<file path="config.mk">
export PLATFORM = sky130hd
export DESIGN_NAME = clock_set_button_controller_top_flat
export DESIGN_NICKNAME = d
export VERILOG_FILES = /design/src/rtl/csbc_pkg.sv /design/src/rtl/csbc_stream_if.sv /design/src/rtl/clock_set_button_controller_top.sv /design/src/flat_wrapper.sv
export SDC_FILE = /design/constraint.sdc
export NUM_CORES = 1
export LEC_CHECK = 0
export ABC_AREA = 1
export BUFFER_PORTS_ARGS = -buffer_cell sky130_fd_sc_hd__buf_2
export CORE_ASPECT_RATIO = 1.1
export CORE_MARGIN = 1.5
export CORE_UTILIZATION = 50
export DETAILED_ROUTE_END_ITERATION = 12
export PLACE_DENSITY = 0.82
export SYNTH_ARGS = -nofsm -noshare
export SYNTH_HDL_FRONTEND = slang
export SYNTH_SLANG_ARGS = --single-unit
export TNS_END_PERCENT = 1
</file>
<file path="constraint.sdc">
create_clock -name i_clk -period 2.15 [get_ports i_clk]
set_input_delay 0.43 -clock i_clk [delete_from_list [all_inputs] [get_ports i_clk]]
set_output_delay 0.43 -clock i_clk [all_outputs]
set_load 0.005 [all_outputs]
</file>
<file path="src/rtl/csbc_pkg.sv">
// ----------------------------------------------------------------------------
// csbc_pkg
// Shared types, register map and time arithmetic helpers for the
// clock-setting button controller.
// ----------------------------------------------------------------------------
package csbc_pkg;

    // register map (byte address 4*index)
    localparam int CFG_ADDR_W = 4;
    localparam int CFG_DATA_W = 32;

    localparam logic [1:0] REG_HOLD_TICKS  = 2'd0;
    localparam logic [1:0] REG_STEP_MILLIS = 2'd1;
    localparam logic [1:0] REG_STEP_MICROS = 2'd2;
    localparam logic [1:0] REG_STEP_NANOS  = 2'd3;

    localparam logic [7:0] HOLD_TICKS_RST  = 8'd38;
    localparam logic [9:0] STEP_MILLIS_RST = 10'd13;
    localparam logic [9:0] STEP_MICROS_RST = 10'd107;
    localparam logic [9:0] STEP_NANOS_RST  = 10'd200;

    localparam logic [9:0]  STEP_MAX      = 10'd999;
    localparam logic [10:0] SUB_LIMIT     = 11'd1000;
    localparam logic [9:0]  DOT_THRESHOLD = 10'd500;
    localparam logic [2:0]  ROUND_TENS    = 3'd3;

    localparam logic OP_TICK = 1'b0;
    localparam logic OP_LOAD = 1'b1;

    typedef struct packed {
        logic       opcode;
        logic       hours_button;
        logic       minutes_button;
        logic [5:0] load_hours_bcd;
        logic [6:0] load_minutes_bcd;
    } t_in_item;

    typedef struct packed {
        logic [5:0] hours_bcd;
        logic [6:0] minutes_bcd;
        logic       dot_on;
        logic       write_hours;
        logic       write_minutes;
        logic       clear_seconds;
    } t_out_item;

    // one sub-second digit group: value plus carry out
    typedef struct packed {
        logic       carry;
        logic [9:0] value;
    } t_sub_sum;

    typedef struct packed {
        logic       fire;
        logic [7:0] count;
    } t_hold;

    function automatic logic [9:0] clamp_step(input logic [9:0] s);
        return (s > STEP_MAX) ? STEP_MAX : s;
    endfunction

    // acc < 1000 and step <= 999, so one subtract covers the wrap
    function automatic t_sub_sum sub_add(input logic [9:0] acc,
                                         input logic [9:0] step,
                                         input logic       cin);
        logic [10:0] sum;
        t_sub_sum    res;
        sum = {1'b0, acc} + {1'b0, clamp_step(step)} + {10'd0, cin};
        if (sum >= SUB_LIMIT) begin
            sum       = sum - SUB_LIMIT;
            res.carry = 1'b1;
        end else begin
            res.carry = 1'b0;
        end
        res.value = sum[9:0];
        return res;
    endfunction

    function automatic logic [5:0] next_hours(input logic [5:0] h);
        logic [1:0] tens;
        logic [3:0] ones;
        logic [5:0] res;
        tens = h[5:4];
        ones = h[3:0];
        if (tens == 2'd3 || (tens == 2'd2 && ones >= 4'd3)) begin
            res = 6'd0;
        end else if (ones >= 4'd9) begin
            res = {tens + 2'd1, 4'd0};
        end else begin
            res = {tens, ones + 4'd1};
        end
        return res;
    endfunction

    function automatic logic [6:0] next_minutes(input logic [6:0] m);
        logic [2:0] tens;
        logic [3:0] ones;
        logic [6:0] res;
        tens = m[6:4];
        ones = m[3:0];
        if (tens >= 3'd6 || (tens == 3'd5 && ones >= 4'd9)) begin
            res = 7'd0;
        end else if (ones >= 4'd9) begin
            res = {tens + 3'd1, 4'd0};
        end else begin
            res = {tens, ones + 4'd1};
        end
        return res;
    endfunction

    // one held tick of an auto-repeat counter
    function automatic t_hold hold_tick(input logic [7:0] count,
                                        input logic [7:0] hold);
        logic [7:0] c;
        t_hold      res;
        c = count + 8'd1;
        if (c >= hold) begin
            res.fire  = 1'b1;
            res.count = c - hold;
        end else begin
            res.fire  = 1'b0;
            res.count = c;
        end
        return res;
    endfunction

endpackage

</file>
<file path="src/rtl/csbc_stream_if.sv">
// ----------------------------------------------------------------------------
// csbc_stream_if
// Valid/ready channel carrying one payload item per transaction.
// ----------------------------------------------------------------------------
interface csbc_stream_if #(
    parameter type T = logic
);
    logic valid;
    logic ready;
    T     payload;

    modport source (output valid, output payload, input ready);
    modport sink   (input valid, input payload, output ready);
endinterface

</file>
<file path="src/rtl/clock_set_button_controller_top.sv">
// ----------------------------------------------------------------------------
// clock_set_button_controller_top
// Clock-setting controller: sub-second accumulator, button auto-repeat,
// correction and time load, with an APB-style register port.
// ----------------------------------------------------------------------------
// Each input transaction is either a tick (advances the ms/us/ns accumulator
// by the programmed steps and samples the hours and minutes buttons) or a load
// (copies BCD hours and minutes from the clock chip). Every input transaction
// produces exactly one result transaction holding the BCD time, the half-second
// dot and the write-back flags. The block takes one transaction per clock while
// i_in.ready is high: the whole update is one pass of logic from the accepted
// input into the state registers and the output register, so a result appears
// in the cycle after its input is accepted. The output register decouples the
// channels: i_in.ready is high whenever the output register is empty or is
// being drained in the same cycle. Registers: 0x0 hold_ticks, 0x4 step_millis,
// 0x8 step_micros, 0xC step_nanos; write them only while the block is idle.
// ----------------------------------------------------------------------------
module clock_set_button_controller_top (
    input  logic                                i_clk,
    input  logic                                i_rst_n,
    csbc_stream_if.sink                         i_in,
    csbc_stream_if.source                       o_out,
    input  logic                                psel,
    input  logic                                penable,
    input  logic                                pwrite,
    input  logic [csbc_pkg::CFG_ADDR_W-1:0]     paddr,
    input  logic [csbc_pkg::CFG_DATA_W-1:0]     pwdata,
    output logic [csbc_pkg::CFG_DATA_W-1:0]     prdata,
    output logic                                pready
);
    import csbc_pkg::*;

    // configuration registers
    logic [7:0] r_hold_ticks;
    logic [9:0] r_step_millis;
    logic [9:0] r_step_micros;
    logic [9:0] r_step_nanos;

    // time state
    logic [9:0] r_sub_millis,   n_sub_millis;
    logic [9:0] r_sub_micros,   n_sub_micros;
    logic [9:0] r_sub_nanos,    n_sub_nanos;
    logic [5:0] r_cur_hours,    n_cur_hours;
    logic [6:0] r_cur_minutes,  n_cur_minutes;
    logic [7:0] r_hours_hold,   n_hours_hold;
    logic [7:0] r_minutes_hold, n_minutes_hold;
    logic [7:0] r_both_hold,    n_both_hold;

    // output stage
    logic      r_out_valid, n_out_valid;
    t_out_item r_out_item,  n_out_item;

    logic     in_fire;
    logic     cfg_write;
    logic [1:0] cfg_index;
    t_in_item in_item;
    t_sub_sum ns_sum, us_sum, ms_sum;
    t_hold    both_step, hours_step, minutes_step;
    logic     wr_h, wr_m, clr_s;

    // ------------------------------------------------------------------
    // register port
    // ------------------------------------------------------------------
    assign pready    = 1'b1;
    assign cfg_write = psel && penable && pwrite && pready;
    assign cfg_index = paddr[3:2];

    always_ff @(posedge i_clk) begin
        if (!i_rst_n) begin
            r_hold_ticks  <= HOLD_TICKS_RST;
            r_step_millis <= STEP_MILLIS_RST;
            r_step_micros <= STEP_MICROS_RST;
            r_step_nanos  <= STEP_NANOS_RST;
        end else if (cfg_write) begin
            case (cfg_index)
                REG_HOLD_TICKS:  r_hold_ticks  <= pwdata[7:0];
                REG_STEP_MILLIS: r_step_millis <= pwdata[9:0];
                REG_STEP_MICROS: r_step_micros <= pwdata[9:0];
                REG_STEP_NANOS:  r_step_nanos  <= pwdata[9:0];
                default: ;
            endcase
        end
    end

    always_comb begin
        case (cfg_index)
            REG_HOLD_TICKS:  prdata = {24'd0, r_hold_ticks};
            REG_STEP_MILLIS: prdata = {22'd0, r_step_millis};
            REG_STEP_MICROS: prdata = {22'd0, r_step_micros};
            REG_STEP_NANOS:  prdata = {22'd0, r_step_nanos};
            default:         prdata = '0;
        endcase
    end

    // ------------------------------------------------------------------
    // handshake: accept while the output register is free or draining
    // ------------------------------------------------------------------
    assign i_in.ready = !r_out_valid || o_out.ready;
    assign in_fire    = i_in.valid && i_in.ready;
    assign in_item    = i_in.payload;

    // sub-second accumulator chain, ns carries into us carries into ms
    assign ns_sum = sub_add(r_sub_nanos,  r_step_nanos,  1'b0);
    assign us_sum = sub_add(r_sub_micros, r_step_micros, ns_sum.carry);
    assign ms_sum = sub_add(r_sub_millis, r_step_millis, us_sum.carry);

    // auto-repeat counters
    assign both_step    = hold_tick(r_both_hold,    r_hold_ticks);
    assign hours_step   = hold_tick(r_hours_hold,   r_hold_ticks);
    assign minutes_step = hold_tick(r_minutes_hold, r_hold_ticks);

    always_comb begin
        n_sub_millis   = r_sub_millis;
        n_sub_micros   = r_sub_micros;
        n_sub_nanos    = r_sub_nanos;
        n_cur_hours    = r_cur_hours;
        n_cur_minutes  = r_cur_minutes;
        n_hours_hold   = r_hours_hold;
        n_minutes_hold = r_minutes_hold;
        n_both_hold    = r_both_hold;
        wr_h           = 1'b0;
        wr_m           = 1'b0;
        clr_s          = 1'b0;

        if (in_fire) begin
            if (in_item.opcode == OP_LOAD) begin
                n_cur_hours   = in_item.load_hours_bcd;
                n_cur_minutes = in_item.load_minutes_bcd;
            end else begin
                n_sub_nanos  = ns_sum.value;
                n_sub_micros = us_sum.value;
                n_sub_millis = ms_sum.value;

                if (in_item.hours_button && in_item.minutes_button) begin
                    // correction: round to the hour, clear seconds
                    n_both_hold = both_step.count;
                    if (both_step.fire) begin
                        if (r_cur_minutes[6:4] >= ROUND_TENS) begin
                            n_cur_hours = next_hours(r_cur_hours);
                            wr_h        = 1'b1;
                        end
                        n_cur_minutes = 7'd0;
                        wr_m          = 1'b1;
                        clr_s         = 1'b1;
                        n_sub_millis  = 10'd0;
                        n_sub_micros  = 10'd0;
                        n_sub_nanos   = 10'd0;
                    end
                end else begin
                    n_both_hold = 8'd0;
                    if (in_item.hours_button) begin
                        n_hours_hold = hours_step.count;
                        if (hours_step.fire) begin
                            n_cur_hours = next_hours(r_cur_hours);
                            wr_h        = 1'b1;
                        end
                    end else begin
                        n_hours_hold = 8'd0;
                    end
                    if (in_item.minutes_button) begin
                        n_minutes_hold = minutes_step.count;
                        if (minutes_step.fire) begin
                            n_cur_minutes = next_minutes(r_cur_minutes);
                            wr_m          = 1'b1;
                        end
                    end else begin
                        n_minutes_hold = 8'd0;
                    end
                end
            end
        end
    end

    // result of the accepted transaction
    always_comb begin
        n_out_item.hours_bcd     = n_cur_hours;
        n_out_item.minutes_bcd   = n_cur_minutes;
        n_out_item.dot_on        = (n_sub_millis >= DOT_THRESHOLD);
        n_out_item.write_hours   = wr_h;
        n_out_item.write_minutes = wr_m;
        n_out_item.clear_seconds = clr_s;
    end

    always_comb begin
        if (in_fire) begin
            n_out_valid = 1'b1;
        end else if (o_out.ready) begin
            n_out_valid = 1'b0;
        end else begin
            n_out_valid = r_out_valid;
        end
    end

    always_ff @(posedge i_clk) begin
        if (!i_rst_n) begin
            r_sub_millis   <= '0;
            r_sub_micros   <= '0;
            r_sub_nanos    <= '0;
            r_cur_hours    <= '0;
            r_cur_minutes  <= '0;
            r_hours_hold   <= '0;
            r_minutes_hold <= '0;
            r_both_hold    <= '0;
            r_out_valid    <= 1'b0;
        end else begin
            r_sub_millis   <= n_sub_millis;
            r_sub_micros   <= n_sub_micros;
            r_sub_nanos    <= n_sub_nanos;
            r_cur_hours    <= n_cur_hours;
            r_cur_minutes  <= n_cur_minutes;
            r_hours_hold   <= n_hours_hold;
            r_minutes_hold <= n_minutes_hold;
            r_both_hold    <= n_both_hold;
            r_out_valid    <= n_out_valid;
        end
    end

    // payload register, loaded only with a new transaction
    always_ff @(posedge i_clk) begin
        if (in_fire) begin
            r_out_item <= n_out_item;
        end
    end

    assign o_out.valid   = r_out_valid;
    assign o_out.payload = r_out_item;

endmodule
</file>
<file path="src/flat_wrapper.sv">
// flat-port wrapper written by rule: the top's interface ports become plain ports
module clock_set_button_controller_top_flat import csbc_pkg::*;
  (i_clk, i_rst_n, psel, penable, pwrite, paddr, pwdata, prdata, pready, i_in_valid, i_in_payload, i_in_ready, o_out_valid, o_out_payload, o_out_ready);
  csbc_stream_if i_in_i ();
  csbc_stream_if o_out_i ();
  input  logic i_clk;
  input  logic i_rst_n;
  input  logic psel;
  input  logic penable;
  input  logic pwrite;
  input  logic [csbc_pkg::CFG_ADDR_W-1:0] paddr;
  input  logic [csbc_pkg::CFG_DATA_W-1:0] pwdata;
  output logic [csbc_pkg::CFG_DATA_W-1:0] prdata;
  output logic pready;
  input wire logic [$bits(i_in_i.valid)-1:0] i_in_valid;
  input wire logic [$bits(i_in_i.payload)-1:0] i_in_payload;
  output wire logic [$bits(i_in_i.ready)-1:0] i_in_ready;
  output wire logic [$bits(o_out_i.valid)-1:0] o_out_valid;
  output wire logic [$bits(o_out_i.payload)-1:0] o_out_payload;
  input wire logic [$bits(o_out_i.ready)-1:0] o_out_ready;
  assign i_in_i.valid = i_in_valid;
  assign i_in_i.payload = i_in_payload;
  assign i_in_ready = i_in_i.ready;
  assign o_out_valid = o_out_i.valid;
  assign o_out_payload = o_out_i.payload;
  assign o_out_i.ready = o_out_ready;
  clock_set_button_controller_top u_core (.i_clk(i_clk), .i_rst_n(i_rst_n), .i_in(i_in_i), .o_out(o_out_i), .psel(psel), .penable(penable), .pwrite(pwrite), .paddr(paddr), .pwdata(pwdata), .prdata(prdata), .pready(pready));
endmodule
</file>
Word level (Yosys, flattened, before mapping)
Cells that the tools add are included.
Cells by class
  add/subtract/negate cells: 0
  multiply operators: 0
  divide/modulo/power cells: 0
  order comparisons: 0
  eq/ne operators: 3
  shifts and indexed selects: 0
  mux-type cells: 3
  bitwise gates (word level): 0
  reductions and logical operators: 11
Operators by type and width (number)
  32-bit case mux with 4 select lines: 1
  2-bit AND reduction: 4
  2-bit == test (second input constant): 2
  1-bit logical AND: 3
  2-bit by 1-bit == test with 1-bit output (second input constant): 1
  2-bit zero test: 1
  1-bit 2-to-1 mux: 2
  2-bit nonzero test: 1
  1-bit zero test: 1
  1-bit logical OR: 1
Word-level totals
  flip-flop bits (word level): 39
  latch bits: 0
  bits in writable memories: 0
  bits in read-only memories: 0
  input port bits: 44
  memories: 0

Logic depth before layout (Yosys ltp)
Gate-level depths: netlist of run 1.
  word-level depth: 4
  mapped depth: 6
  depth with buffers taken out: 5

Worst setup path before layout of run 1
OpenSTA, ideal clock, no wires.
  path kind: input to output
  start: in paddr[2] in the netlist's numbering
  end: out prdata[0] in the netlist's numbering
  data arrival time: 1.036 ns
  slack: 0.684 ns
  stages: 5
  path through: nand2_1 > clkinv_1 > buf_4 > nand2_1 > nand4_1
Between the ends
  longest elaborated chain between the ends: 2
  elaborated cells between the ends (all ways): 5
  those cells by class: eq/ne (3); mux (1); reduce/logical (1)
Ends and longest elaborated chain
  start, declared: line flat_wrapper.sv:11  | input logic [csbc_pkg::CFG_ADDR_W-1:0] paddr;
  2-bit == test, or another cell as far along: line clock_set_button_controller_top.sv:86  | case (cfg_index)
  32-bit case mux with 4 select lines *: line clock_set_button_controller_top.sv:86
  end, declared: line flat_wrapper.sv:13  | output logic [csbc_pkg::CFG_DATA_W-1:0] prdata;
Mark *: on every way between the ends. The rest lies on a longest branch, timed or not. The select of a mux whose other input is x is not followed.

Final worst setup path of run 1
  start: in paddr[3] in the netlist's numbering
  end: out prdata[6] in the netlist's numbering
Same word-level chain as after synthesis.

==> results.yml, run 1 <==
cells_and_area:
  multi_input_area_sq_um: 966
  final-seq-area_sq_um: 781
  fill_cells: 390
  fin_cells: 379
  drive_gt1_share_pct: 15.8
  antennaDiodeCount: 0
  nNetsFinal: 372
  area_growth_pct: 9.43
floorplan:
  die_area_sq_um: 4310
  die_y_um: 68.7
  initial_core_util_pct: 52.9
  io_pins: 80
  core-area_sq_um: 3710
  die_x_um: 62.7
  num_rows: 23
worst_setup_path:
  crit_cells: 6
  path_cells: "buf_2 -> inv_1 -> nor2_4 -> nand2_1 -> nand4_1 -> buf_2"
  path_delay_family: "simple AND/OR/NAND/NOR gates"
  crit_arrival_ns: 1.34
  reg2reg_to: "u_core.o_out.valid$_SDFFE_PN0P_"
  crit_end: "prdata[6]"
  cp-startpoint: "paddr[3]"
  rr_worst_depth: 2
  critical_path_class: "in -> out"
  cp.required_ns: 1.72
  cp_max_fo: 16
  reg2reg_from: "u_core.o_out.valid$_SDFFE_PN0P_"
  cp_slowest_cell: "nor2_4"
  cp-end-kind: "output port"
  critPathLaunchType: "primary input"
  timing.reg2reg.setup_slack_ns: 1.54
  worst-path-buf-inv: 3
  cp_common_cell: "buf_2"
  cp_slowest_stage_delay_ns: 0.33
sta:
  hold_viol: 0
  timing.final.crit_share_pct: 82.4
  finClkSkew_ns: 0
  fmax_mhz: 564
  slew_viol_final: 0
  fin_crit_ns: 1.77
  tns_ns: 0
  fin_ws_ns: 0.378
  setup_viol: 0
  grt_setup_unrepaired: "false"
  slew_headroom_pct: 54.2
  tightest_slew_ns: 0.688
clock_tree:
  cts.sinks: 39
  path_clk_slew_ns: 0.07
  post_cts.repair.setup_buffers: 0
  cts_inserted_buffers: 5
  ctsResizeCount: 0
  clk_latency_ns: 0.29
  cts_max_path_buffers: 2
  cts-root-buf: "clkbuf_8"
  cts_tree: "built"
  hold_buffers: 0
  h-tree-depth: 2
global_route:
  antenna_found_initial: 0
  grt_overflow: 0
  first_global_vias: 1625
  globalRouteTotalUtil_pct: 21.2
  grt_max_degree: 40
  grt_pass1_wl_um: 6980
yosys:
  ys_seq_area_share_pct: 39.8
  yosys.area.top_type_share_pct: 39.8
  synth_most_common_cell: "nand2_1"
  synth_ff_type: "dfxtp_1"
  synth_seq_cells: 39
  synth_top_area_cell: "dfxtp_1"
  synthCells: 297
  netlist_top_cells_count: "nand2_1, nor2_1, nand3_1, dfxtp_1, buf_4"
  synth_area_leaders: "dfxtp_1, nand2_1, buf_4, nand3_1, nor2_1"
  synthDistinctLibCells: 16
  yosysWarnings: 0
  synth_area_sq_um: 1960
  async_flop_share_pct: 0
  synth_edf_count: 0
  avgSynthCellArea_sq_um: 6.61
placed_design:
  post-dp-hpwl_um: 2820
  port_buffers: 30
  dp.cells: 371
  gp_congestion: 0.781
  pre_cts_ws_ns: 0.377
routing:
  via_count: 1794
  avgRoutedWirePerCell_um: 11.0
  dr_wl_met3_um: 252
  postRouteAntennaNets: 0
  wl_um: 4160
  dr.first_iter.drc_count: 73
  vias_per_cell: 4.73
  wl_met1_um: 1840
  drt-pass1-iter-count: 4
  dr_wl_met2_um: 2000
  drc: 0
  highest_layer: "met4"
power_and_ir_drop:
  switching_share_pct: 26.9
  powerDensity_nw_per_um2: 650
  intPower_mw: 1.02
  vdd_drop_max_mv: 0.564
  p_seq_share_pct: 53.5
  power_mw: 1.40
  clkPwrFrac_pct: 34.4
  power.share.combinational_pct: 12.1
  leakagePower_nw: 1.06
  p_switching_mw: 0.376
min_path:
  hold_class: "in -> reg"
  min_from: "pwdata[7]"
run_status:
  status: "finished clean"
run:
  max-cap-violations: 0
## cell families (layout without fill, tap and decap cells)
group / after synthesis / count (layout) / share of synthesized area, %
AO/OA/AOI/OAI: 1 / 1 / 0.383
buffers and inverters: 50 / 60 / 15.2
flip-flops: 39 / 39 / 39.8
other: 2 / 24 / 0.383
AND/OR/NAND/NOR: 205 / 205 / 44.2
## cells in the final DEF, fill, tap and decap left out
cell	synthesis	routed
buf_4	29	6
buf_2	2	30
a21boi_0	1	1
nand2_1	100	100
nand3_1	41	41
inv_2	1	1
conb_1	2	24
clkbuf_8	0	5
clkinv_2	0	3
inv_1	14	14
nor2_1	49	49
nor2_4	2	2
clkinv_1	1	1
nor2_2	5	5
dfxtp_1	39	39
nand4_1	8	8
## worst min-delay path, cell delays in order
cell and delay (ns):
buf_2 0.09, nand2_1 0.05, nand3_1 0.07
## metal layers
metal	GRT usage (%)	vias up
li1	-	938
met1	23.1	796
met2	38.0	54
met3	6.33	6
met4	11.4	0
met5	0	-
## sequential cells by signal, summed over array words and instances, names as in the netlist
signal and flops:
u_core.r_hold_ticks 8, u_core.r_step_millis 10, u_core.o_out.valid 1, u_core.r_step_micros 10
u_core.r_step_nanos 10
## cell type report
cell class                 instances  share of cell area [%]
inverter                          16                    2.80
sequential                        39                    36.3
tap                               50                    2.91
clock inverter                     3                   0.699
clock buffer                       5                    3.20
multi-input combinational        230                    45.0
timing repair buffer              36                    9.09
## power groups by stage
stage | combinational (mW) | clock, mW | sequential (mW)
2_1_floorplan | 0.140 | 0 | 0.762
3_3_place_gp | 0.166 | 0 | 0.763
3_5_place_dp | 0.169 | 0 | 0.764
4_1_cts | 0.170 | 0.488 | 0.747
5_1_grt | 0.195 | 0.511 | 0.749
6_report | 0.169 | 0.481 | 0.747
## through the flow
stage               hold slack (ns)  util [%]  area, sq um
global route                  0.379      57.9         2150
global placement              0.439      55.6         2060
detailed placement            0.448      55.6         2060
floorplan                     0.429         -         2050
finish                        0.369      57.9         2150
CTS                           0.368      57.9         2150
## worst min-delay path by stage
stage | slack [ns] | to | cells after the start
2_1_floorplan | 0.43 | u_core.r_hold_ticks[1]$_SDFFE_PN1P_ | 2
3_3_place_gp | 0.44 | u_core.r_step_nanos[7]$_SDFFE_PN1P_ | 2
3_5_place_dp | 0.45 | u_core.r_hold_ticks[1]$_SDFFE_PN1P_ | 2
4_1_cts | 0.37 | u_core.r_step_millis[0]$_SDFFE_PN1P_ | 3
5_1_grt | 0.38 | u_core.r_step_micros[5]$_SDFFE_PN1P_ | 3
6_report | 0.37 | u_core.r_step_nanos[7]$_SDFFE_PN1P_ | 3
(Power assumes the default switching activity.)
==> run 2: changes to the inputs <==
- CORE_UTILIZATION: 50 -> 48
- PLACE_DENSITY: 0.82 -> 0.8
- clock period: 2.15 -> 1.8 ns (I/O delays scaled with it)
==> results.yml, run 2 (synthesis gave the netlist of run 1 again) <==
global_route:
  globalRouteTotalUtil_pct: 20.5
  grt_pass1_wl_um: 7100
  grt_max_degree: 40
  first_global_vias: 1590
  grt_overflow: 0
  antenna_found_initial: 0
cells_and_area:
  reg.largest.list: "u_core.r_step_micros (10), u_core.r_step_millis (10), u_core.r_step_nanos (10)"
  nNetsFinal: 375
  area_growth_pct: 10.9
  mostFrequentLayoutCells: "nand2_1, nor2_1, nand3_1"
  drive_gt1_share_pct: 16.3
  layout_commonest_cell: "nand2_1"
  antennaDiodeCount: 0
clock_tree:
  cts-root-buf: "clkbuf_8"
  cts.sinks: 39
  cts_inserted_buffers: 5
  clk_latency_ns: 0.29
  h-tree-depth: 2
  path_clk_slew_ns: 0.08
  hold_buffers: 0
  cts_max_path_buffers: 2
  post_cts.repair.setup_buffers: 0
  cts_tree: "built"
  ctsResizeCount: 0
routing:
  vias_per_cell: 4.78
  avgRoutedWirePerCell_um: 10.9
  postRouteAntennaNets: 0
  drc: 0
  via_count: 1832
  drt-pass1-iter-count: 4
  wl_um: 4160
  dr.first_iter.drc_count: 104
floorplan:
  core-area_sq_um: 3930
  num_rows: 24
  die_area_sq_um: 4480
  die_x_um: 64.0
  io_pins: 80
  initial_core_util_pct: 49.9
  die_y_um: 70.1
sta:
  tightest_slew_ns: 0.517
  tns_ns: 0
  finClkSkew_ns: 0
  holdWs_ns: 0.296
  slew_viol_final: 0
  grt_setup_unrepaired: "false"
  fin_crit_ns: 1.62
  setup_viol: 0
  slew_headroom_pct: 65.5
  hold_viol: 0
  timing.final.crit_share_pct: 89.8
  fmax_mhz: 619
worst_setup_path:
  cp_max_fo: 16
  cp.required_ns: 1.44
  critical_path_class: "in -> out"
  crit_arrival_ns: 1.26
  cp-end-kind: "output port"
  critPathLaunchType: "primary input"
power_and_ir_drop:
  leakagePower_nw: 1.08
  vdd_drop_max_mv: 0.468
  powerDensity_nw_per_um2: 780
min_path:
  hold_class: "in -> reg"
run:
  max-cap-violations: 0
placed_design:
  gp_congestion: 0.789
  post-dp-hpwl_um: 2730
  port_buffers: 30
run_status:
  status: "finished clean"
==> run 2: cell type report <==
cell class	count	area (sq um)
fill	427	1760
multi-input combinational	230	966
sequential	39	781
timing repair buffer	39	218
clock buffer	6	82.6
tap	52	65.1
inverter	16	60.1
clock inverter	1	5.00
==> run 2: stage by stage <==
stage / total power, mW / cells / instance area, sq um / utilization [%] / worst slack [ns]
floorplan: 1.08 / 319 / 2050 / - / 0.474
global placement: 1.11 / 376 / 2090 / 53.1 / 0.207
detailed placement: 1.12 / 376 / 2090 / 53.1 / 0.207
CTS: 1.71 / 383 / 2180 / 55.3 / 0.202
global route: 1.77 / 383 / 2180 / 55.3 / 0.0601
finish: 1.70 / 383 / 2180 / 55.3 / 0.183
==> run 2: critical path: stages <==
cell and delay [ns]:
buf_2 0.15, inv_2 0.07, nor2_4 0.35, nand2_1 0.11
nand4_1 0.11, buf_2 0.11
==> run 2: power by group <==
group / internal (mW) / leakage [nW] / switching (mW) / total, mW
clock: 0.301 / 0.0470 / 0.298 / 0.599
combinational: 0.0755 / 0.713 / 0.132 / 0.207
sequential: 0.882 / 0.316 / 0.00954 / 0.892
==> run 2: path summary, 6_finish.rpt <==
kind | from | endpoint | slack [ns] | depth (start not counted)
worst min register to register | u_core.r_hold_ticks[2]$_SDFFE_PN1P_ | u_core.r_hold_ticks[2]$_SDFFE_PN1P_ | 0.46 | 2
worst max-delay path | paddr[2] | prdata[7] | 0.18 | 6
worst min-delay path | pwdata[7] | u_core.r_step_nanos[7]$_SDFFE_PN1P_ | 0.30 | 3
worst max register to register | u_core.r_hold_ticks[5]$_SDFFE_PN1P_ | u_core.r_hold_ticks[5]$_SDFFE_PN1P_ | 1.20 | 2
==> run 2: per-layer routing <==
layer | track usage, % | part of all wire, % | vias to the layer above
li1 | - | - | 947
met1 | 24.5 | 43 | 821
met2 | 34.7 | 49 | 58
met3 | 5.15 | 5.5 | 6
met4 | 8.70 | 1.8 | 0
met5 | 0 | 0 | -
